--- config.mk ---
export PLATFORM = sky130hd
export DESIGN_NAME = stable_priority_queue
export DESIGN_NICKNAME = d
export VERILOG_FILES = /design/src/sv/spq_pkg.sv /design/src/sv/spq_ctrl.sv /design/src/sv/spq_datapath.sv /design/src/sv/stable_priority_queue.sv
export SDC_FILE = /design/constraint.sdc
export NUM_CORES = 2
export LEC_CHECK = 0
export CAP_MARGIN = 20
export CORE_MARGIN = 8
export CORE_UTILIZATION = 45
export CTS_CLUSTER_SIZE = 8
export DETAILED_ROUTE_END_ITERATION = 8
export DONT_BUFFER_PORTS = 1
export GPL_ROUTABILITY_DRIVEN = 0
export SLEW_MARGIN = 20
export SYNTH_ARGS = -nofsm -noshare
export SYNTH_HDL_FRONTEND = slang
export SYNTH_HIERARCHICAL = 1
export SYNTH_SLANG_ARGS = --single-unit
--- constraint.sdc ---
create_clock -name clk -period 9.13 [get_ports clk]
set_input_delay 1.3695 -clock clk [delete_from_list [all_inputs] [get_ports clk]]
set_output_delay 1.3695 -clock clk [all_outputs]
set_load 0.01 [all_outputs]
--- src/sv/spq_pkg.sv ---
// ----------------------------------------------------------------------------
// spq_pkg: shared types and constants of the stable priority queue
// Request and response words, status and action codes, and the command and
// status groups between the controller and the datapath.
// ----------------------------------------------------------------------------
package spq_pkg;

	localparam int QUEUE_DEPTH_DEF = 16;
	localparam int HANDLE_BITS_DEF = 16;

	localparam int HANDLE_W = 16;
	localparam int KIND_W   = 8;
	localparam int PRIO_W   = 16;
	localparam int STATUS_W = 2;
	localparam int COUNT_W  = 5;

	typedef enum logic [STATUS_W-1:0] {
		ST_OK         = 2'd0,
		ST_BAD_HANDLE = 2'd1,
		ST_FULL       = 2'd2,
		ST_EMPTY      = 2'd3
	} status_t;

	typedef enum logic {
		ACT_INSERT = 1'b0,
		ACT_REMOVE = 1'b1
	} action_t;

	typedef struct packed {
		action_t                   action;
		logic [HANDLE_W-1:0]       item_handle;
		logic [KIND_W-1:0]         kind;
		logic signed [PRIO_W-1:0]  priority_req;
	} req_t;

	typedef struct packed {
		status_t                   status;
		logic [COUNT_W-1:0]        count;
		logic [HANDLE_W-1:0]       out_handle;
		logic [KIND_W-1:0]         out_kind;
		logic signed [PRIO_W-1:0]  out_priority;
	} rsp_t;

	// controller to datapath
	typedef struct packed {
		logic capture;  // latch request word and per-entry compares
		logic exec;     // commit the operation and load the response
	} spq_cmd_t;

	// datapath to controller
	typedef struct packed {
		logic out_free; // response register free or emptied this cycle
	} spq_stat_t;

endpackage

--- src/sv/spq_ctrl.sv ---
// ----------------------------------------------------------------------------
// spq_ctrl: queue operation sequencer
// Accepts a request word, then executes it once the response register can
// take the result.
// ----------------------------------------------------------------------------
module spq_ctrl (
	input  logic                clk,
	input  logic                arst_n,
	input  logic                req_valid,
	output logic                req_ready,
	output spq_pkg::spq_cmd_t   cmd,
	input  spq_pkg::spq_stat_t  stat
);

	typedef enum logic [1:0] {
		S_IDLE = 2'b01,
		S_EXEC = 2'b10
	} state_t;

	state_t state_q;
	state_t state_d;

	always_comb begin
		state_d     = state_q;
		req_ready   = 1'b0;
		cmd.capture = 1'b0;
		cmd.exec    = 1'b0;
		unique case (state_q)
			S_IDLE: begin
				req_ready = 1'b1;
				if (req_valid) begin
					cmd.capture = 1'b1;
					state_d     = S_EXEC;
				end
			end
			S_EXEC: begin
				// hold until the response register is free
				if (stat.out_free) begin
					cmd.exec = 1'b1;
					state_d  = S_IDLE;
				end
			end
			default: state_d = S_IDLE;
		endcase
	end

	always_ff @(posedge clk or negedge arst_n) begin
		if (!arst_n) begin
			state_q <= S_IDLE;
		end else begin
			state_q <= state_d;
		end
	end

endmodule

--- src/sv/spq_datapath.sv ---
// ----------------------------------------------------------------------------
// spq_datapath: sorted shift array, compare row and response register
// Entries sit in ascending priority order, head at position 0. Each position
// compares its handle and priority against the request; insert shifts the
// tail back by one, remove shifts everything forward by one.
// ----------------------------------------------------------------------------
module spq_datapath #(
	parameter int QUEUE_DEPTH = spq_pkg::QUEUE_DEPTH_DEF,
	parameter int HANDLE_BITS = spq_pkg::HANDLE_BITS_DEF
) (
	input  logic                clk,
	input  logic                arst_n,
	input  spq_pkg::req_t       req,
	output spq_pkg::rsp_t       rsp,
	output logic                rsp_valid,
	input  logic                rsp_ready,
	input  spq_pkg::spq_cmd_t   cmd,
	output spq_pkg::spq_stat_t  stat
);

	localparam int HW = (HANDLE_BITS < spq_pkg::HANDLE_W) ? HANDLE_BITS : spq_pkg::HANDLE_W;
	localparam int CW = $clog2(QUEUE_DEPTH + 1);

	logic [HW-1:0]                   hdl_q [QUEUE_DEPTH];
	logic [spq_pkg::KIND_W-1:0]      knd_q [QUEUE_DEPTH];
	logic signed [spq_pkg::PRIO_W-1:0] pri_q [QUEUE_DEPTH];
	logic [HW-1:0]                   hdl_d [QUEUE_DEPTH];
	logic [spq_pkg::KIND_W-1:0]      knd_d [QUEUE_DEPTH];
	logic signed [spq_pkg::PRIO_W-1:0] pri_d [QUEUE_DEPTH];

	logic [CW-1:0]          cnt_q;
	logic [CW-1:0]          cnt_d;
	logic                   out_valid_q;
	spq_pkg::rsp_t          rsp_q;
	spq_pkg::rsp_t          rsp_d;

	spq_pkg::req_t          req_s1;
	logic [QUEUE_DEPTH-1:0] match_s1;
	logic [QUEUE_DEPTH-1:0] le_s1;
	logic [QUEUE_DEPTH-1:0] match_d;
	logic [QUEUE_DEPTH-1:0] le_d;

	logic [HW-1:0] new_hdl;
	logic          is_ins;
	logic          ins_ok;
	logic          rem_ok;
	logic          full;
	logic          empty;

	// compare row against the incoming word; only occupied positions count
	always_comb begin
		for (int i = 0; i < QUEUE_DEPTH; i++) begin
			match_d[i] = (i < int'(cnt_q)) && (hdl_q[i] == req.item_handle[HW-1:0]);
			le_d[i]    = (i < int'(cnt_q)) && (pri_q[i] <= req.priority_req);
		end
	end

	always_ff @(posedge clk) begin
		if (cmd.capture) begin
			req_s1   <= req;
			match_s1 <= match_d;
			le_s1    <= le_d;
		end
	end

	assign new_hdl = req_s1.item_handle[HW-1:0];
	assign is_ins  = (req_s1.action == spq_pkg::ACT_INSERT);
	assign full    = (cnt_q == CW'(QUEUE_DEPTH));
	assign empty   = (cnt_q == '0);

	always_comb begin
		ins_ok        = 1'b0;
		rem_ok        = 1'b0;
		rsp_d         = '0;
		rsp_d.status  = spq_pkg::ST_OK;
		priority if (is_ins && (new_hdl == '0 || |match_s1)) begin
			rsp_d.status = spq_pkg::ST_BAD_HANDLE;
		end else if (is_ins && full) begin
			rsp_d.status = spq_pkg::ST_FULL;
		end else if (is_ins) begin
			ins_ok = 1'b1;
		end else if (empty) begin
			rsp_d.status = spq_pkg::ST_EMPTY;
		end else begin
			rem_ok             = 1'b1;
			rsp_d.out_handle   = spq_pkg::HANDLE_W'(hdl_q[0]);
			rsp_d.out_kind     = knd_q[0];
			rsp_d.out_priority = pri_q[0];
		end
		priority if (ins_ok) begin
			cnt_d = cnt_q + CW'(1);
		end else if (rem_ok) begin
			cnt_d = cnt_q - CW'(1);
		end else begin
			cnt_d = cnt_q;
		end
		rsp_d.count = spq_pkg::COUNT_W'(cnt_d);
	end

	// next value of each position: the new entry goes to the first position
	// that is free or holds a priority above the request; all behind it moves back
	for (genvar g = 0; g < QUEUE_DEPTH; g++) begin : g_pos
		logic [HW-1:0]                     prev_h;
		logic [spq_pkg::KIND_W-1:0]        prev_k;
		logic signed [spq_pkg::PRIO_W-1:0] prev_p;
		logic                              take_new;
		logic [HW-1:0]                     next_h;
		logic [spq_pkg::KIND_W-1:0]        next_k;
		logic signed [spq_pkg::PRIO_W-1:0] next_p;

		if (g == 0) begin : g_head
			assign prev_h   = new_hdl;
			assign prev_k   = req_s1.kind;
			assign prev_p   = req_s1.priority_req;
			assign take_new = 1'b1;
		end else begin : g_body
			assign prev_h   = hdl_q[g-1];
			assign prev_k   = knd_q[g-1];
			assign prev_p   = pri_q[g-1];
			assign take_new = le_s1[g-1];
		end

		if (g == QUEUE_DEPTH - 1) begin : g_tail
			assign next_h = hdl_q[g];
			assign next_k = knd_q[g];
			assign next_p = pri_q[g];
		end else begin : g_mid
			assign next_h = hdl_q[g+1];
			assign next_k = knd_q[g+1];
			assign next_p = pri_q[g+1];
		end

		always_comb begin
			hdl_d[g] = hdl_q[g];
			knd_d[g] = knd_q[g];
			pri_d[g] = pri_q[g];
			if (ins_ok && !le_s1[g]) begin
				if (take_new) begin
					hdl_d[g] = new_hdl;
					knd_d[g] = req_s1.kind;
					pri_d[g] = req_s1.priority_req;
				end else begin
					hdl_d[g] = prev_h;
					knd_d[g] = prev_k;
					pri_d[g] = prev_p;
				end
			end else if (rem_ok) begin
				hdl_d[g] = next_h;
				knd_d[g] = next_k;
				pri_d[g] = next_p;
			end
		end
	end

	always_ff @(posedge clk) begin
		if (cmd.exec) begin
			for (int i = 0; i < QUEUE_DEPTH; i++) begin
				hdl_q[i] <= hdl_d[i];
				knd_q[i] <= knd_d[i];
				pri_q[i] <= pri_d[i];
			end
			rsp_q <= rsp_d;
		end
	end

	always_ff @(posedge clk or negedge arst_n) begin
		if (!arst_n) begin
			cnt_q       <= '0;
			out_valid_q <= 1'b0;
		end else begin
			if (cmd.exec) begin
				cnt_q <= cnt_d;
			end
			if (cmd.exec) begin
				out_valid_q <= 1'b1;
			end else if (rsp_ready) begin
				out_valid_q <= 1'b0;
			end
		end
	end

	assign rsp           = rsp_q;
	assign rsp_valid     = out_valid_q;
	assign stat.out_free = !out_valid_q || rsp_ready;

endmodule

--- src/sv/stable_priority_queue.sv ---
// ----------------------------------------------------------------------------
// stable_priority_queue: bounded priority queue, FIFO order among equal keys
// Insert places an entry after all queued entries of lower or equal priority;
// remove returns the head. Null or duplicate handles and a full queue are
// rejected; every word in yields one response word.
//
//   channel  direction  handshake             word
//   req      in         req_valid/req_ready   action, item_handle, kind, priority_req
//   rsp      out        rsp_valid/rsp_ready   status, count, out_handle, out_kind,
//                                             out_priority
//
// An operation has two steps: accepting the word and running the handle and
// priority compare across every queue position, then shifting the sorted
// array and loading the response register.
// A waiting response does not block the next accept; the execute cycle waits
// only while the response register is still full.
// Reset clears the count and rsp_valid; the entry array needs no clearing pass.
// ----------------------------------------------------------------------------
module stable_priority_queue #(
	parameter int QUEUE_DEPTH = spq_pkg::QUEUE_DEPTH_DEF,
	parameter int HANDLE_BITS = spq_pkg::HANDLE_BITS_DEF
) (
	input  logic           clk,
	input  logic           arst_n,
	input  logic           req_valid,
	output logic           req_ready,
	input  spq_pkg::req_t  req,
	output logic           rsp_valid,
	input  logic           rsp_ready,
	output spq_pkg::rsp_t  rsp
);

	spq_pkg::spq_cmd_t  cmd;
	spq_pkg::spq_stat_t stat;

	spq_ctrl u_ctrl (
		.clk       (clk),
		.arst_n    (arst_n),
		.req_valid (req_valid),
		.req_ready (req_ready),
		.cmd       (cmd),
		.stat      (stat)
	);

	spq_datapath #(
		.QUEUE_DEPTH (QUEUE_DEPTH),
		.HANDLE_BITS (HANDLE_BITS)
	) u_dp (
		.clk       (clk),
		.arst_n    (arst_n),
		.req       (req),
		.rsp       (rsp),
		.rsp_valid (rsp_valid),
		.rsp_ready (rsp_ready),
		.cmd       (cmd),
		.stat      (stat)
	);

endmodule
==> results.md <==
* Cts hold-fix bufs at 0
* WP data arrival at roughly 4.3 ns
* CTS tree: done
* Async SR Flop Fraction at ~1.0%
* Post-Syn Area per Cell at around 11 um^2
* Clock sink count at approximately 770
* Post-synthesis register bit count at about 770
* Post-route total power at between 9 and 10 mW
* Crit Path Class: reg -> reg
* Lkg Pwr at 18.4 nW
* Post-CTS Repair Setup Buffers at 0
* Ys flop type: edfxtp_1
* Synth unique cells at between 50 and 60
* Final setup TNS at 0 ns
* Via count of the first global-routing pass at 31167
* Cell Int Power at 6.77 mW
* Initial antenna violation count at 1
* CP required at around 9.4 ns
* Worst min path class: in -> async
* Register area at 0.0230 mm^2
* Pin count of the biggest net entering global routing at 82
* H-tree depth at 3
* Inserted Diodes at 0
* R2R setup slack at between 5 and 6 ns
* Fin. Hold Viols at 0
* CTS buffer count at 106
* Initial Util at 45.3%
* Fin crit period at slightly above 4 ns
* CTS Buffer Depth at 3
* DR iter-0 viols at ~2900
* Part of the Yosys area used for sequential elements at between 50 and 60%
* Max Cap Violations at 0
* PwrDens at 190 mW/mm^2
* First-pass GRT wire length at 195 mm
* VDD IR max at about 210 uV
* GR Overflow Total at 0
* R2R cell count at 8
* Post-Syn Area at between 0.04 and 0.05 mm^2
* Die Y at around 330 um
* Number of remaining DRC errors at 0
* Filler cells at roughly 9000
* Worst Skew at roughly 0.033 ns
* IO buf count at 0
* Routed Antenna Nets at 0
* CORE AREA at 0.100 mm^2
* Slew of the pin with the lowest slew margin at about 1.1 ns
* Total die area at 0.111 mm^2
* Via-per-instance ratio at ~6
* Psw at roughly 2.6 mW
* Final setup viols at 0
* Max-slew headroom at between 20% and 30%
* Clock Power Share at around two fifths
* Cell taking the most area after synthesis: edfxtp_1
* Synthesized net count at about 4400
* Final #Nets at ~4200
* Slew Limit Fails at 0
* Final std cells w/o fill at around 5300
* Synth area leaders: edfxtp_1 (50%), mux2i_1 (12%), a21oi_1 (7.4%)
* Post-CTS resize count at 0
* Global Route Usage Sum at approximately 22%
* Multi-input logic area at 0.0211 mm^2
* Outcome: complete, no violations
* Crit Path Max Fanout at 41
* Die W at 333 um
* # rows at 116
* RR Startpoint: u_dp/g_pos[0].prev_h[4]$_DFFE_PP_
* Via count at 31054
* DP Wirelength at about 91 mm
* Clock Pin Slew Worst Setup and Hold Paths at ~0.05 ns
* Synth top area share at between 50% and 60%
* Number of flops mapped to enable cells by yosys at between 700 and 800
* Total Wirelength at between 100 and 150 mm
* CTS root buf: clkbuf_16
* Layout cells sized above 1 at ~6.6%
* R2r endpoint: u_dp/hdl_q[0][13]$_DFFE_PP_
* Crit start category: flip-flop
* Drt wl/cell at 24.4 um
* Unrepaired setup endpoints after global routing: no
* Clock latency on the worst-skew pair at 0.69 ns
* Seq pwr share at around 46%
* YS warnings at 6
* Boundary Pins at between 90 and 100
* Fmax at 0.249 GHz
* Net switching fraction of the power at about 28%
* Util after Layout at between 40% and 50%
* 1st-pass router iterations at 6
* Critical Path Sink Type: flip-flop
* Inst Count DP at roughly 5100
* Cell count after synthesis at 4054
* Combinational power share at around 16%
* Fin crit share at ~44%
* Area Overhead vs Synth at 9.23%
[cell usage in the layout, fill, tap and decap left out, drive strengths merged, types with 5 or more instances in the layout]
| cell type | synthesis | layout |
|---|---|---|
| nand3 | 40 | 40 |
| or3 | 5 | 5 |
| a221oi | 11 | 11 |
| a211oi | 8 | 8 |
| nor3 | 21 | 21 |
| and2 | 51 | 51 |
| inv | 40 | 42 |
| nor3b | 11 | 11 |
| nand2 | 53 | 53 |
| nor2b | 17 | 17 |
| o21ai | 36 | 36 |
| a21oi | 667 | 667 |
| nor4 | 84 | 84 |
| nand2b | 7 | 7 |
| nand4 | 72 | 72 |
| a21boi | 13 | 13 |
| a21o | 28 | 28 |
| ha | 260 | 260 |
| buf | 41 | 68 |
| clkbuf | 256 | 137 |
| mux2 | 80 | 80 |
| edfxtp | 760 | 760 |
| mux2i | 560 | 560 |
| dfrtp | 7 | 7 |
| xor2 | 206 | 206 |
| xnor2 | 69 | 69 |
| nor2 | 619 | 619 |
[cells by family after synthesis]
kind of cell,synth area share [%]
xor gates and xnor gates,5.32
AOI/OAI and AO/OA,9.19
buffers and inverters,2.94
and+or+nand+nor,10.2
adders and majority gates,7.18
muxes,14.4
DFF,50.8
[area by class of cell]
cell class	instances	area share [%]
flip-flops and latches	768	46.5
multi-input cells	2949	42.7
clock buffers	137	5.73
well taps	1298	3.28
repair buffers	68	1.32
inverters	40	0.303
clock inverters	6	0.142
[worst max-delay path by stage]
| stage | cells after the start | endpoint | from |
|---|---|---|---|
| after global routing | 8 | u_dp/hdl_q[0][13]$_DFFE_PP_ | u_dp/g_pos[0].prev_h[4]$_DFFE_PP_ |
| after CTS | 8 | u_dp/pri_q[0][11]$_DFFE_PP_ | u_dp/g_pos[0].prev_h[4]$_DFFE_PP_ |
| after floorplan | 5 | u_dp/hdl_q[0][100]$_DFFE_PP_ | rsp_ready |
| after detailed placement | 8 | u_dp/hdl_q[0][13]$_DFFE_PP_ | u_dp/g_pos[0].prev_h[4]$_DFFE_PP_ |
| after global placement | 8 | u_dp/hdl_q[0][6]$_DFFE_PP_ | u_dp/g_pos[0].prev_h[4]$_DFFE_PP_ |
| final | 8 | u_dp/hdl_q[0][13]$_DFFE_PP_ | u_dp/g_pos[0].prev_h[4]$_DFFE_PP_ |
[critical path, cell delays in order (launching register included)]
cell      delay [ns]
edfxtp_1        0.91
nor4_1          0.13
and4_1          0.29
buf_4           0.29
nor2_1          0.24
nand2_1         0.20
nor2_4          0.11
buf_4           0.52
o21a_2          0.90
[Yosys cell counts, types with 40 or more instances]
cell	number
nand4_1	71
xnor2_1	69
nand2_1	53
mux2_1	41
nand3_1	40
ha_1	260
xor2_1	206
a21oi_1	667
edfxtp_1	760
nor4_1	70
clkbuf_1	256
and2_1	51
nor2_1	619
mux2i_1	560
[state kept, by name, summed over array words and instances, names as in the netlist, 5 cells and up]
| register | cells |
|---|---|
| u_dp/g_pos.prev_p | 16 |
| u_dp/le_s1 | 16 |
| u_dp/cnt_q | 5 |
| u_dp/pri_q | 256 |
| u_dp/knd_q | 128 |
| u_dp/rsp | 47 |
| u_dp/match_s1 | 16 |
| u_dp/g_pos.prev_k | 8 |
| u_dp/g_pos.prev_h | 16 |
| u_dp/hdl_q | 256 |
[layer usage]
metal	global-route usage [%]	share of wire [%]
met5	0	0
met3	3.86	7.0
met2	34.0	43
met1	32.6	47
met4	7.19	2.8
[power by group through the flow]
| stage | sequential (mW) | clock, mW | combinational, mW |
|---|---|---|---|
| floorplan | 4.21 | 0 | 1.12 |
| global placement | 4.34 | 0 | 1.45 |
| detailed placement | 4.34 | 0 | 1.47 |
| CTS | 4.27 | 3.69 | 1.48 |
| global route | 4.29 | 3.81 | 1.62 |
| finish | 4.28 | 3.60 | 1.50 |
[metrics by stage]
stage          worst slack (ns)  hold slack, ns  area (um^2)
3_5_place_dp               5.06           0.483        46400
3_3_place_gp               5.15           0.468        46400
5_1_grt                    4.93           0.348        49500
6_report                   5.11           0.384        49500
2_1_floorplan              3.70           0.438        45300
4_1_cts                    5.08           0.340        49300
(Power assumes the default switching activity.)
